--- config.mk ---
export PLATFORM = sky130hd
export DESIGN_NAME = sgcs_ctrl
export DESIGN_NICKNAME = d
export VERILOG_FILES = /design/src/sgcs_pkg.sv /design/src/sgcs_ctrl.sv
export SDC_FILE = /design/constraint.sdc
export NUM_CORES = 1
export LEC_CHECK = 0
export BUFFER_PORTS_ARGS = -buffer_cell sky130_fd_sc_hd__buf_4
export CORE_MARGIN = 5
export CORE_UTILIZATION = 41
export DETAILED_ROUTE_END_ITERATION = 12
export MAX_ROUTING_LAYER = met4
export PLACE_DENSITY = 0.63
export SYNTH_ARGS = -nofsm -noshare
export SYNTH_HDL_FRONTEND = slang
export SYNTH_SLANG_ARGS = --single-unit
--- constraint.sdc ---
create_clock -name aclk -period 2.18 [get_ports aclk]
set_input_delay 0.109 -clock aclk [delete_from_list [all_inputs] [get_ports aclk]]
set_output_delay 0.109 -clock aclk [all_outputs]
set_load 0.1 [all_outputs]
--- src/sgcs_pkg.sv ---
// Shared types, constants and sequence tables of the gain calibration sequencer.
// No dependencies; every other file of the block but sgcs_div imports this package.
package sgcs_pkg;

    localparam int TOP_GAIN_INDEX  = 9;
    localparam int BRIGHTNESS_BITS = 8;
    localparam int GAIN_SLOTS      = TOP_GAIN_INDEX + 1;
    localparam int GAIN_W          = $clog2(GAIN_SLOTS);
    localparam int EMIT_W          = $clog2(GAIN_SLOTS + 3);
    localparam int SUM_W           = 40;

    localparam logic [BRIGHTNESS_BITS-1:0] BRIGHT_MAX = '1;
    localparam logic [31:0] REF_Q16 = 32'h0080_0000;
    localparam logic [31:0] QMAX    = 32'hFFFF_FFFF;

    // configuration register indexes
    localparam logic [2:0] CFG_LIMIT      = 3'd0;
    localparam logic [2:0] CFG_DELAY      = 3'd1;
    localparam logic [2:0] CFG_SEARCH_SMP = 3'd2;
    localparam logic [2:0] CFG_MEAS_SMP   = 3'd3;
    localparam logic [2:0] CFG_SMP_TIME   = 3'd4;
    localparam logic [2:0] CFG_SKIP       = 3'd5;
    localparam logic [2:0] CFG_SEARCH_RD  = 3'd6;
    localparam logic [2:0] CFG_MEAS_RD    = 3'd7;

    typedef enum logic [1:0] {
        CMD_START, CMD_TICK, CMD_READING, CMD_UNUSED
    } in_cmd_t;

    typedef enum logic [1:0] {
        RS_VALID, RS_SATURATED, RS_OVERFLOW, RS_INVALID
    } rd_status_t;

    typedef enum logic [3:0] {
        ACT_BRIGHT, ACT_LED_ON, ACT_LED_OFF, ACT_AGC_OFF, ACT_GAIN,
        ACT_INTEG, ACT_START, ACT_STOP, ACT_ENTRY, ACT_DONE
    } act_t;

    typedef enum logic [2:0] {
        PH_IDLE, PH_INIT, PH_SEARCH, PH_PAIR_INIT,
        PH_WAIT, PH_MEASURE, PH_TABLE, PH_DONE
    } phase_t;

    typedef enum logic [2:0] {
        SEQ_INIT, SEQ_BRIGHT, SEQ_NEXT, SEQ_LED_OFF, SEQ_MEAS, SEQ_TABLE
    } seq_t;

    typedef enum logic [3:0] {
        CS_IDLE, CS_TICK, CS_AVG_WAIT, CS_TBL_MUL, CS_TBL_DIV,
        CS_TBL_WAIT, CS_EMIT
    } ctl_state_t;

    typedef enum logic [3:0] {
        DP_NOP, DP_CAPTURE, DP_INIT, DP_SEARCH, DP_PAIR_INIT, DP_DELAY_DEC,
        DP_MEAS_START, DP_AVG_START, DP_AVG_STORE, DP_TBL_INIT, DP_TBL_MUL,
        DP_TBL_DIV, DP_TBL_STORE, DP_EMIT
    } dp_op_t;

    typedef struct packed {
        dp_op_t            op;
        seq_t              seq;
        logic [EMIT_W-1:0] idx;
        logic              last;
    } dp_cmd_t;

    typedef struct packed {
        logic search_ready;
        logic meas_ready;
        logic sat_or_over;
        logic search_gi_zero;
        logic delay_zero;
        logic avg_gi_zero;
        logic div_done;
        logic walk_last;
        logic out_free;
    } dp_status_t;

    function automatic logic [EMIT_W-1:0] seq_len(seq_t s);
        logic [EMIT_W-1:0] n;
        unique case (s)
            SEQ_INIT:    n = EMIT_W'(6);
            SEQ_BRIGHT:  n = EMIT_W'(1);
            SEQ_NEXT:    n = EMIT_W'(3);
            SEQ_LED_OFF: n = EMIT_W'(1);
            SEQ_MEAS:    n = EMIT_W'(4);
            SEQ_TABLE:   n = EMIT_W'(GAIN_SLOTS + 3);
            default:     n = EMIT_W'(1);
        endcase
        return n;
    endfunction

    function automatic act_t seq_action(seq_t s, logic [EMIT_W-1:0] i);
        act_t a;
        a = ACT_DONE;
        unique case (s)
            SEQ_INIT: begin
                unique case (i)
                    EMIT_W'(0): a = ACT_BRIGHT;
                    EMIT_W'(1): a = ACT_LED_ON;
                    EMIT_W'(2): a = ACT_AGC_OFF;
                    EMIT_W'(3): a = ACT_GAIN;
                    EMIT_W'(4): a = ACT_INTEG;
                    default:    a = ACT_START;
                endcase
            end
            SEQ_BRIGHT:  a = ACT_BRIGHT;
            SEQ_NEXT: begin
                unique case (i)
                    EMIT_W'(0): a = ACT_BRIGHT;
                    EMIT_W'(1): a = ACT_GAIN;
                    default:    a = ACT_INTEG;
                endcase
            end
            SEQ_LED_OFF: a = ACT_LED_OFF;
            SEQ_MEAS: begin
                unique case (i)
                    EMIT_W'(0): a = ACT_BRIGHT;
                    EMIT_W'(1): a = ACT_LED_ON;
                    EMIT_W'(2): a = ACT_GAIN;
                    default:    a = ACT_INTEG;
                endcase
            end
            SEQ_TABLE: begin
                if (int'(i) < GAIN_SLOTS)
                    a = ACT_ENTRY;
                else if (int'(i) == GAIN_SLOTS)
                    a = ACT_LED_OFF;
                else if (int'(i) == GAIN_SLOTS + 1)
                    a = ACT_STOP;
                else
                    a = ACT_DONE;
            end
            default: a = ACT_DONE;
        endcase
        return a;
    endfunction

endpackage

--- src/sgcs_ctrl.sv ---
// Controller: calibration phase, command sequencing and result emission steps.
// Depends on sgcs_pkg; drives sgcs_datapath through dp_cmd_t.
module sgcs_ctrl
    import sgcs_pkg::*;
(
    input  logic        aclk,
    input  logic        aresetn,
    input  logic        s_tvalid,
    output logic        s_tready,
    input  logic [1:0]  s_cmd,
    input  dp_status_t  status,
    output dp_cmd_t     cmd
);

    ctl_state_t        state_reg, state_next;
    phase_t            phase_reg, phase_next;
    seq_t              seq_reg, seq_next;
    logic [EMIT_W-1:0] idx_reg, idx_next;
    logic              is_last;

    always_ff @(posedge aclk) begin
        if (!aresetn) begin
            state_reg <= CS_IDLE;
            phase_reg <= PH_IDLE;
            seq_reg   <= SEQ_BRIGHT;
            idx_reg   <= '0;
        end else begin
            state_reg <= state_next;
            phase_reg <= phase_next;
            seq_reg   <= seq_next;
            idx_reg   <= idx_next;
        end
    end

    assign is_last = idx_reg == seq_len(seq_reg) - EMIT_W'(1);

    always_comb begin
        state_next = state_reg;
        phase_next = phase_reg;
        seq_next   = seq_reg;
        idx_next   = idx_reg;
        s_tready   = 1'b0;
        cmd.op     = DP_NOP;
        cmd.seq    = seq_reg;
        cmd.idx    = idx_reg;
        cmd.last   = 1'b0;

        unique case (state_reg)
            CS_IDLE: begin
                s_tready = 1'b1;
                if (s_tvalid) begin
                    unique case (in_cmd_t'(s_cmd))
                        CMD_START:   phase_next = PH_INIT;
                        CMD_TICK:    state_next = CS_TICK;
                        CMD_READING: begin
                            if (phase_reg != PH_IDLE && phase_reg != PH_DONE)
                                cmd.op = DP_CAPTURE;
                        end
                        default: ;
                    endcase
                end
            end
            CS_TICK: begin
                state_next = CS_IDLE;
                idx_next   = '0;
                unique case (phase_reg)
                    PH_INIT: begin
                        cmd.op     = DP_INIT;
                        seq_next   = SEQ_INIT;
                        phase_next = PH_SEARCH;
                        state_next = CS_EMIT;
                    end
                    PH_SEARCH: begin
                        if (status.search_ready) begin
                            cmd.op = DP_SEARCH;
                            if (status.sat_or_over) begin
                                seq_next   = SEQ_BRIGHT;
                                state_next = CS_EMIT;
                            end else if (status.search_gi_zero) begin
                                phase_next = PH_PAIR_INIT;
                            end else begin
                                seq_next   = SEQ_NEXT;
                                state_next = CS_EMIT;
                            end
                        end
                    end
                    PH_PAIR_INIT: begin
                        cmd.op     = DP_PAIR_INIT;
                        seq_next   = SEQ_LED_OFF;
                        phase_next = PH_WAIT;
                        state_next = CS_EMIT;
                    end
                    PH_WAIT: begin
                        if (!status.delay_zero) begin
                            cmd.op = DP_DELAY_DEC;
                        end else begin
                            cmd.op     = DP_MEAS_START;
                            seq_next   = SEQ_MEAS;
                            phase_next = PH_MEASURE;
                            state_next = CS_EMIT;
                        end
                    end
                    PH_MEASURE: begin
                        if (status.meas_ready) begin
                            cmd.op     = DP_AVG_START;
                            state_next = CS_AVG_WAIT;
                        end
                    end
                    PH_TABLE: begin
                        cmd.op     = DP_TBL_INIT;
                        state_next = CS_TBL_MUL;
                    end
                    default: ;
                endcase
            end
            CS_AVG_WAIT: begin
                if (status.div_done) begin
                    cmd.op     = DP_AVG_STORE;
                    seq_next   = SEQ_LED_OFF;
                    phase_next = status.avg_gi_zero ? PH_TABLE : PH_WAIT;
                    state_next = CS_EMIT;
                end
            end
            CS_TBL_MUL: begin
                cmd.op     = DP_TBL_MUL;
                state_next = CS_TBL_DIV;
            end
            CS_TBL_DIV: begin
                cmd.op     = DP_TBL_DIV;
                state_next = CS_TBL_WAIT;
            end
            CS_TBL_WAIT: begin
                if (status.div_done) begin
                    cmd.op = DP_TBL_STORE;
                    if (status.walk_last) begin
                        seq_next   = SEQ_TABLE;
                        phase_next = PH_DONE;
                        state_next = CS_EMIT;
                    end else begin
                        state_next = CS_TBL_MUL;
                    end
                end
            end
            CS_EMIT: begin
                if (status.out_free) begin
                    cmd.op   = DP_EMIT;
                    cmd.last = is_last;
                    idx_next = idx_reg + EMIT_W'(1);
                    if (is_last)
                        state_next = CS_IDLE;
                end
            end
            default: state_next = CS_IDLE;
        endcase
    end

endmodule

==> results of run 1 <==
==> kinds of logic after synthesis <==
group | synth area share (%)
xor gates and xnor gates | 2.84
adders and majority gates | 1.01
AOI/OAI and AO/OA | 31.8
and+or+nand+nor | 34.2
DFF | 21.1
muxes | 2.43
buffers and inverters | 6.59
==> stage by stage <==
stage | hold slack (ns) | instance area [sq um] | total power [W]
2_1_floorplan | 0.251 | 1280 | 0.00139
3_3_place_gp | 0.363 | 1490 | 0.00162
3_5_place_dp | 0.367 | 1490 | 0.00163
4_1_cts | 0.0763 | 1510 | 0.00178
5_1_grt | 0.0981 | 1510 | 0.00192
6_report | 0.0806 | 1510 | 0.00178
==> routing by layer <==
layer / up-vias / routed length [microns] / GRT usage, %
met3: 8 / 132 / 1.91
met4: 0 / 75 / 6.86
met1: 609 / 1570 / 22.8
li1: 691 / - / -
met5: - / 0 / -
met2: 35 / 1580 / 26.1
==> worst max-delay path, cell delays in order (launching register included) <==
cell and delay, ns:
dfxtp_2 0.36, or4b_1 0.53, o32ai_1 0.15, o221ai_1 0.24, nor2_4 0.15, buf_4 0.29
==> cells in the final DEF, fill, tap and decap left out, types with 7 or more instances in the layout <==
cell	n
buf_4	29
o21ai_0	19
nand2_1	18
a21oi_1	17
nor2_1	13
nand3_1	8
nand2b_1	7
inv_1	7
dfxtp_2	7
==> area by class of cell <==
cell class,count,area share [%]
clock buffers,4,1.74
inverters,7,1.74
multi-input cells,146,61.7
flip-flops and latches,13,17.8
well taps,33,2.73
repair buffers,29,14.4
==> where the power goes <==
group	internal, W	switching [W]	total (W)
sequential	0.000297	0.000135	0.000432
combinational	0.000399	0.000804	0.00120
clock	0.0000709	0.0000783	0.000149
total	0.000767	0.00102	0.00178
==> worst max path at each step <==
stage,cells after the start,startpoint,to
2_1_floorplan,5,state_reg[0]$_SDFFE_PN0P_,state_reg[1]$_SDFFE_PN0P_
3_3_place_gp,5,state_reg[2]$_SDFFE_PN0P_,phase_reg[1]$_SDFFE_PN0P_
3_5_place_dp,5,state_reg[2]$_SDFFE_PN0P_,seq_reg[0]$_SDFFE_PN1P_
4_1_cts,5,idx_reg[1]$_SDFFE_PN0P_,cmd[0]
5_1_grt,5,idx_reg[0]$_SDFFE_PN0P_,cmd[0]
6_report,5,idx_reg[1]$_SDFFE_PN0P_,cmd[0]
==> key figures, run 1 <==
CTS
  – Postcts setup bufs: 0
  – Later-pin clock latency in the skew report: 0.28 ns
  – CTS Buf Count: 3
  – CTS clk-pin slew, worst paths: 0.08 ns
  – Post-cts sizing count: 0
  – Sink Count: 13
  – Clk buf depth: 2
  – Root Buffer: clkbuf_4
  – # H-tree levels: 1
  – CTS tree: done
  – Hold-fix buffers at CTS: 0

Yosys
  – Avg Synthesized Cell Area: 6.90 sq um
  – Top area cells in the synthesized netlist: dfxtp_1 21%, o21ai_0 8.5%, a21oi_1 6.9%
  – FFs w/ async S/R, synth: 0%
  – Netlist cell types: 51
  – Synth Register Bits: 13
  – Post-Syn Area: 1230 sq um
  – Number of synthesized flops with an enable pin: 0
  – Post-synth top area cell: dfxtp_1
  – Post-Syn Instances: 179
  – Top post-synthesis cells by count: 21 x o21ai_0, 18 x nand2_1, 17 x a21oi_1, 14 x nor2_1, 13 x dfxtp_1
  – Synth Flop Type: dfxtp_1
  – YS warnings: 0
  – Mapped Nets: 194
  – Share of the yosys chip area belonging to registers: 21.1%
  – Post-synth top area share: 21.1%
  – Top-count cell post-synth: o21ai_0

Layout
  – FILL cells: 304
  – Share of cells above drive strength 1: 25.1%
  – Nets@finish: 215
  – Max FFs per register: 4
  – Area delta synth->final: 22.6%
  – Final Util: 50.8%
  – Area taken by multi-input logic gates: 933 sq um
  – Register Area: 269 sq um
  – Post-Layout Cell Count: 232
  – Ant diodes: 0

Global routing
  – Global-route wire length before repair: 5660 microns
  – Tot GR Track Use: 17.0%
  – Pin count of the biggest net entering global routing: 17
  – Total gr overflow: 0
  – Initial antenna violation count: 0
  – Vias in the first global route: 1248

Power
  – Pwr per Cell Area: 1180 nW/um^2
  – LEAKAGE: 0.585 nW
  – Peak supply drop: 0.000678 V

Min path
  – HP Start: aresetn
  – Hold EP: seq_reg[0]$_SDFFE_PN1P_
  – Hold Path Depth: 2
  – Hold Path Class: input port to register

Drt
  – Vias/cell: 5.79
  – DRT iter0 DRCs: 74
  – Routed wire length: 3350 microns
  – WL per Instance: 14.5 microns
  – Antenna viol nets, final: 0
  – Router iterations before antenna repair: 4
  – DR vias: 1343
  – DRC viols: 0

Floorplanning
  – Die H: 64.9 microns
  – Initial core utilization: 41.5%
  – Core box area: 2980 sq um
  – Die Width: 64.9 microns
  – Rows: 20
  – I/O Pins: 27
  – Die ar.: 4210 sq um

Setup path
  – Crit. End Element: output port
  – Setup slack, reg-to-reg: 0.32 ns
  – R2r startpoint: state_reg[2]$_SDFFE_PN0P_
  – Critical Path Fanout Max: 7
  – R2r worst-path depth: 5
  – Worst reg2reg endpoint: seq_reg[0]$_SDFFE_PN1P_
  – CP arrival: 1.98 ns
  – Worst setup SP type: register
  – Setup CP Type: register to output port
  – Critical Path RT: 2.07 ns

STA
  – Fin. Hold Viols: 0
  – Pin slew with the least headroom to its limit: 0.459 ns
  – Max Freq: 0.478 GHz
  – Clk_skew: 0.00837 ns
  – Setup violations, final: 0
  – Shortest period the worst path allows: 2.09 ns
  – RSZ-0062 raised after global routing: false
  – Final count of pins violating max slew: 0
  – Total negative slack: 0 ns
  – Fin crit share: 96.1%
  – Slew margin rel.: 69.3%
  – Setup ws final: 0.0860 ns

Placement
  – Gpl congestion: 0.927
  – Worst slack at placement: 0.327 ns
  – DP HPWL: 2630 microns
  – Port bufs: 26
  – Dpl cells: 228

Flow run
  – Max-cap violations: 0

Status
  – Status: finished clean
Power figures use the tool's default switching activity.
==> inputs of run 2 (changes only) <==
--- a/config.mk
+++ b/config.mk
@@ -6,6 +6,7 @@
 export NUM_CORES = 1
 export LEC_CHECK = 0
 export BUFFER_PORTS_ARGS = -buffer_cell sky130_fd_sc_hd__buf_4
+export CORE_ASPECT_RATIO = 0.5
 export CORE_MARGIN = 5
 export CORE_UTILIZATION = 41
 export DETAILED_ROUTE_END_ITERATION = 12
==> key figures, run 2 (same netlist as run 1, synthesis figures left out) <==
Floorplanning
  – Core box area: 2940 sq um (was 2980 sq um)
  – I/O Pins: 27 (unchanged)
  – Rows: 14 (was 20)
  – Die Width: 87.6 microns (was 64.9 microns)
  – Die H: 48.8 microns (was 64.9 microns)
  – Initial core utilization: 42.0% (was 41.5%)
  – Die ar.: 4280 sq um (was 4210 sq um)

Setup path
  – Worst reg2reg endpoint: seq_reg[0]$_SDFFE_PN1P_ (unchanged)
  – R2r worst-path depth: 5 (unchanged)
  – Crit. End Element: output port (unchanged)
  – Worst setup SP type: register (unchanged)
  – Setup CP Type: register to output port (unchanged)
  – Largest delay share family, worst path: simple AND/OR/NAND/NOR gates (unchanged)
  – Critical Path RT: 2.07 ns (about the same)
  – Worst path slowest cell: or4b_1 (unchanged)
  – CP arrival: 1.92 ns (was 1.98 ns)
  – CP Buf/Inv Count: 1 (unchanged)
  – Cell Chain, Critical Path: or4b_1 > o32ai_1 > o221ai_1 > nor2_4 > buf_4 (unchanged)
  – Max incr delay on CP: 0.51 ns (was 0.53 ns)
  – R2r startpoint: state_reg[2]$_SDFFE_PN0P_ (unchanged)
  – Setup slack, reg-to-reg: 0.26 ns (was 0.32 ns)
  – Critical Path Fanout Max: 7 (unchanged)

Layout
  – Ant diodes: 0 (unchanged)
  – Most common cell after layout, fill and taps aside: buf_4 (unchanged)
  – FILL cells: 302 (was 304)
  – Most frequent cells in the layout: 29 x buf_4, 19 x o21ai_0, 18 x nand2_1 (unchanged)
  – Share of cells above drive strength 1: 25.5% (was 25.1%)
  – Post-Layout Cell Count: 240 (was 232)
  – Nets@finish: 216 (was 215)
  – Area delta synth->final: 26.0% (was 22.6%)
  – Max FFs per register: 4 (unchanged)

CTS
  – Later-pin clock latency in the skew report: 0.24 ns (was 0.28 ns)
  – CTS clk-pin slew, worst paths: 0.06 ns (was 0.08 ns)
  – # H-tree levels: 1 (unchanged)
  – CTS tree: done (unchanged)
  – Post-cts sizing count: 0 (unchanged)
  – Postcts setup bufs: 0 (unchanged)
  – Sink Count: 13 (unchanged)
  – Root Buffer: clkbuf_8 (was clkbuf_4)
  – CTS Buf Count: 3 (unchanged)
  – Hold-fix buffers at CTS: 0 (unchanged)
  – Clk buf depth: 2 (unchanged)

Global routing
  – Tot GR Track Use: 17.5% (was 17.0%)
  – Global-route wire length before repair: 5840 microns (was 5660 microns)
  – Pin count of the biggest net entering global routing: 17 (unchanged)
  – Total gr overflow: 0 (unchanged)
  – Initial antenna violation count: 0 (unchanged)
  – Vias in the first global route: 1153 (was 1248)

Flow run
  – Max-cap violations: 0 (unchanged)

Min path
  – Hold Path Depth: 2 (unchanged)
  – Hold EP: seq_reg[0]$_SDFFE_PN1P_ (unchanged)
  – Hold Path Class: input port to register (unchanged)
  – HP Start: aresetn (unchanged)

Drt
  – Router iterations before antenna repair: 4 (unchanged)
  – Vias/cell: 5.77 (was 5.79)
  – DRC viols: 0 (unchanged)
  – Routed wire length: 3500 microns (was 3350 microns)
  – DR vias: 1385 (was 1343)
  – Antenna viol nets, final: 0 (unchanged)
  – DRT iter0 DRCs: 122 (was 74)
  – WL per Instance: 14.6 microns (was 14.5 microns)

Placement
  – Dpl cells: 236 (was 228)
  – DP HPWL: 2670 microns (was 2630 microns)
  – Port bufs: 26 (unchanged)
  – Gpl congestion: 0.888 (was 0.927)

STA
  – Fin. Hold Viols: 0 (unchanged)
  – Final count of pins violating max slew: 0 (unchanged)
  – Pin slew with the least headroom to its limit: 0.514 ns (was 0.459 ns)
  – RSZ-0062 raised after global routing: false (unchanged)
  – Fin crit share: 93.3% (was 96.1%)
  – Setup violations, final: 0 (unchanged)
  – Max Freq: 0.492 GHz (was 0.478 GHz)
  – Clk_skew: 0.00484 ns (was 0.00837 ns)
  – Shortest period the worst path allows: 2.03 ns (was 2.09 ns)
  – Total negative slack: 0 ns (unchanged)
  – Slew margin rel.: 65.7% (was 69.3%)

Status
  – Status: finished clean (unchanged)

Power
  – Pwr per Cell Area: 1210 nW/um^2 (was 1180 nW/um^2)
  – LEAKAGE: 0.601 nW (was 0.585 nW)
  – Peak supply drop: 0.000664 V (was 0.000678 V)
  – Final Total Pwr: 0.00188 W (was 0.00178 W)
## run 2: worst max path at each step
| stage | from | to | slack (ns) | cells after the start |
|---|---|---|---|---|
| after floorplan | state_reg[0]$_SDFFE_PN0P_ | state_reg[1]$_SDFFE_PN0P_ | -0.23 | 5 |
| after global placement | state_reg[0]$_SDFFE_PN0P_ | cmd[8] | 0.30 | 6 |
| after detailed placement | state_reg[2]$_SDFFE_PN0P_ | seq_reg[0]$_SDFFE_PN1P_ | 0.29 | 5 |
| after CTS | state_reg[0]$_SDFFE_PN0P_ | cmd[8] | 0.06 | 6 |
| after global routing | phase_reg[1]$_SDFFE_PN0P_ | cmd[8] | 0.01 | 6 |
| final | idx_reg[1]$_SDFFE_PN0P_ | cmd[0] | 0.15 | 5 |
## run 2: per-layer routing
metal | wire (microns) | up-vias | track usage, %
li1 | - | 699 | -
met1 | 1790 | 635 | 26.2
met2 | 1430 | 49 | 22.9
met3 | 248 | 2 | 4.72
met4 | 28 | 0 | 3.83
met5 | 0 | - | -
## run 2: cell type report
class / count / area (sq um) / share of cell area, %
repair buffers: 30 / 229 / 14.7
well taps: 40 / 50.0 / 3.22
multi-input cells: 146 / 940 / 60.4
flip-flops and latches: 13 / 267 / 17.1
clock buffers: 4 / 45.0 / 2.89
inverters: 7 / 26.3 / 1.69
## run 2: report_power, final
part	internal [W]	leakage (nW)	switching (W)
clock	0.000129	0.0228	0.0000926
sequential	0.000293	0.107	0.000153
combinational	0.000413	0.471	0.000802
## run 2: metrics by stage
step                cell area [sq um]  hold slack (ns)  setup slack, ns  utilization, %
detailed placement               1500            0.393            0.287            51.0
global placement                 1500            0.366            0.305            51.0
finish                           1560            0.133            0.146            52.9
global route                     1560            0.134           0.0146            52.9
floorplan                        1280            0.251           -0.228               -
CTS                              1550            0.137           0.0594            52.6
## run 2: worst reg2reg max path: cells and delay by family (launching register included)
kind / cells / cell delay (ns)
flip-flops: 1 / 0.43
AND/OR/NAND/NOR: 2 / 0.61
AO/OA/AOI/OAI: 2 / 0.55
multiplexers: 1 / 0.22
==> inputs of run 3 (changes only) <==
--- a/config.mk
+++ b/config.mk
@@ -5,6 +5,7 @@
 export SDC_FILE = /design/constraint.sdc
 export NUM_CORES = 1
 export LEC_CHECK = 0
+export ABC_CLOCK_PERIOD_IN_PS = 2180
 export BUFFER_PORTS_ARGS = -buffer_cell sky130_fd_sc_hd__buf_4
 export CORE_ASPECT_RATIO = 0.5
 export CORE_MARGIN = 5
==> constraint.sdc (replaced) <==
create_clock -name aclk -period 2.18 [get_ports aclk]
set_input_delay 0.436 -clock aclk [delete_from_list [all_inputs] [get_ports aclk]]
set_output_delay 0.436 -clock aclk [all_outputs]
set_load 0.1 [all_outputs]
==> key figures, run 3 (same netlist as run 1, synthesis figures left out) <==
Drt
  – Antenna viol nets, final: 0 (unchanged)
  – DRT iter0 DRCs: 99 (was 122)
  – DR vias: 1451 (was 1385)
  – Router iterations before antenna repair: 6 (was 4)
  – WL per Instance: 14.8 microns (was 14.6 microns)
  – DRC viols: 0 (unchanged)
  – Vias/cell: 5.74 (was 5.77)
  – Routed wire length: 3750 microns (was 3500 microns)

STA
  – Hold WS: 0.445 ns (was 0.133 ns)
  – Max Freq: 0.467 GHz (was 0.492 GHz)
  – Fin crit share: 98.2% (was 93.3%)
  – Shortest period the worst path allows: 2.14 ns (was 2.03 ns)
  – Clk_skew: 0.00132 ns (was 0.00484 ns)
  – Setup violations, final: 0 (unchanged)
  – Slew margin rel.: 74.9% (was 65.7%)
  – Fin. Hold Viols: 0 (unchanged)
  – Final count of pins violating max slew: 0 (unchanged)
  – Pin slew with the least headroom to its limit: 0.375 ns (was 0.514 ns)

Setup path
  – Critical Path Fanout Max: 9 (was 7)
  – Largest delay share family, worst path: simple AND/OR/NAND/NOR gates (unchanged)
  – Critical Path RT: 1.74 ns (was 2.07 ns)
  – Worst path slowest cell: or3b_2 (was or4b_1)
  – CP Buf/Inv Count: 1 (unchanged)
  – WP depth: 5 (unchanged)
  – Cell Chain, Critical Path: or3b_2 > a21oi_1 > o221ai_2 > nor2_4 > buf_12 (was or4b_1 > o32ai_1 > o221ai_1 > nor2_4 > buf_4)
  – Setup CP Type: register to output port (unchanged)
  – Max incr delay on CP: 0.48 ns (was 0.51 ns)
  – Crit. End Element: output port (unchanged)
  – Worst setup SP type: register (unchanged)
  – CP arrival: 1.71 ns (was 1.92 ns)
  – R2r worst-path depth: 6 (was 5)

CTS
  – Root Buffer: clkbuf_8 (unchanged)
  – CTS tree: done (unchanged)
  – # H-tree levels: 1 (unchanged)
  – Sink Count: 13 (unchanged)
  – CTS clk-pin slew, worst paths: 0.05 ns (was 0.06 ns)
  – Later-pin clock latency in the skew report: 0.24 ns (about the same)
  – CTS Buf Count: 3 (unchanged)
  – Clk buf depth: 2 (unchanged)

Placement
  – Gpl congestion: 0.903 (was 0.888)
  – Port bufs: 26 (unchanged)
  – DP HPWL: 2930 microns (was 2670 microns)

Power
  – Clock power share: 10.4% (was 11.8%)
  – Comb power frac: 70.3% (was 64.5%)
  – NetSw: 0.00109 W (was 0.00105 W)
  – Internal: 0.000945 W (was 0.000836 W)
  – Peak supply drop: 0.000768 V (was 0.000664 V)
  – LEAKAGE: 0.678 nW (was 0.601 nW)
  – Sequential power share: 19.3% (was 23.7%)
  – Sw Ratio: 53.6% (was 55.6%)
  – Final Total Pwr: 0.00204 W (was 0.00188 W)
  – Pwr per Cell Area: 1170 nW/um^2 (was 1210 nW/um^2)

Floorplanning
  – Rows: 14 (unchanged)
  – Core box area: 2940 sq um (unchanged)
  – Die H: 48.8 microns (unchanged)
  – I/O Pins: 27 (unchanged)
  – Initial core utilization: 42.0% (unchanged)
  – Die ar.: 4280 sq um (unchanged)
  – Die Width: 87.6 microns (unchanged)

Global routing
  – Initial antenna violation count: 0 (unchanged)
  – Vias in the first global route: 1277 (was 1153)
  – Pin count of the biggest net entering global routing: 17 (unchanged)
  – Total gr overflow: 0 (unchanged)
  – Global-route wire length before repair: 6190 microns (was 5840 microns)
  – Tot GR Track Use: 18.2% (was 17.5%)

Layout
  – Ant diodes: 0 (unchanged)
  – Max FFs per register: 4 (unchanged)
  – Share of cells above drive strength 1: 34.3% (was 25.5%)
  – Most common cell after layout, fill and taps aside: buf_4 (unchanged)
  – Area delta synth->final: 40.8% (was 26.0%)
  – Most frequent cells in the layout: 39 x buf_4, 19 x o21ai_0, 18 x nand2_1 (was 29 x buf_4, 19 x o21ai_0, 18 x nand2_1)
  – Nets@finish: 229 (was 216)

Status
  – Status: finished clean (unchanged)

Min path
  – Hold Path Depth: 2 (unchanged)
  – Hold Path Class: input port to register (unchanged)

Flow run
  – Max-cap violations: 0 (unchanged)
-- run 3: worst reg2reg max path, stage by stage (launching register included) --
cell and delay, ns:
dfxtp_1 0.42, buf_4 0.26, mux2i_1 0.10, a22o_1 0.25
a211o_1 0.28, or3_1 0.36, o211a_1 0.13
-- run 3: timing repair --
item,4_1_cts,5_1_grt
pin swaps,0,3
gates resized for setup,6,11
setup endpoints to repair,3,4
hold buffers,0,0
buffers inserted,0,4
gates cloned,0,0
-- run 3: through the flow --
stage	TNS [ns]	instances	worst slack, ns	util [%]	cell area, sq um
final	0	253	0.0390	59.1	1740
after floorplan	-0.280	179	-0.187	-	1330
after CTS	-0.0140	249	-0.0140	56.7	1670
after global routing	-0.00242	253	-0.00242	59.1	1740
after detailed placement	0	245	0.130	54.4	1600
after global placement	0	245	0.150	54.4	1600
-- run 3: metal layers --
| layer | GRT usage [%] | wire (microns) | up-vias |
|---|---|---|---|
| met5 | - | 0 | - |
| met4 | 3.83 | 33 | 0 |
| met3 | 1.52 | 144 | 6 |
| met2 | 25.4 | 1590 | 41 |
| met1 | 28.1 | 1980 | 676 |
| li1 | - | - | 728 |
-- run 3: path summary, 6_finish.rpt --
check | startpoint | to | slack [ns]
worst max-delay path | seq_reg[2]$_SDFFE_PN0P_ | cmd[0] | 0.04
worst max register to register | state_reg[1]$_SDFFE_PN0P_ | phase_reg[1]$_SDFFE_PN0P_ | 0.27
worst min register to register | seq_reg[1]$_SDFFE_PN0P_ | seq_reg[1]$_SDFFE_PN0P_ | 0.51
worst min-delay path | aresetn | seq_reg[0]$_SDFFE_PN1P_ | 0.44
-- run 3: power groups by stage --
| stage | registers (W) | logic (W) | clock network (W) |
|---|---|---|---|
| 6_report | 0.000393 | 0.00143 | 0.000212 |
| 5_1_grt | 0.000405 | 0.00155 | 0.000230 |
| 2_1_floorplan | 0.000452 | 0.000965 | 0 |
| 3_3_place_gp | 0.000388 | 0.00135 | 0 |
| 3_5_place_dp | 0.000387 | 0.00135 | 0 |
| 4_1_cts | 0.000384 | 0.00137 | 0.000217 |
-- run 3: cell type report --
type / instances / area [sq um]
multi-input cells: 146 / 982
well taps: 40 / 50.0
fillers: 279 / 1200
repair buffers: 43 / 355
inverters: 7 / 26.3
flip-flops and latches: 13 / 280
clock buffers: 4 / 45.0
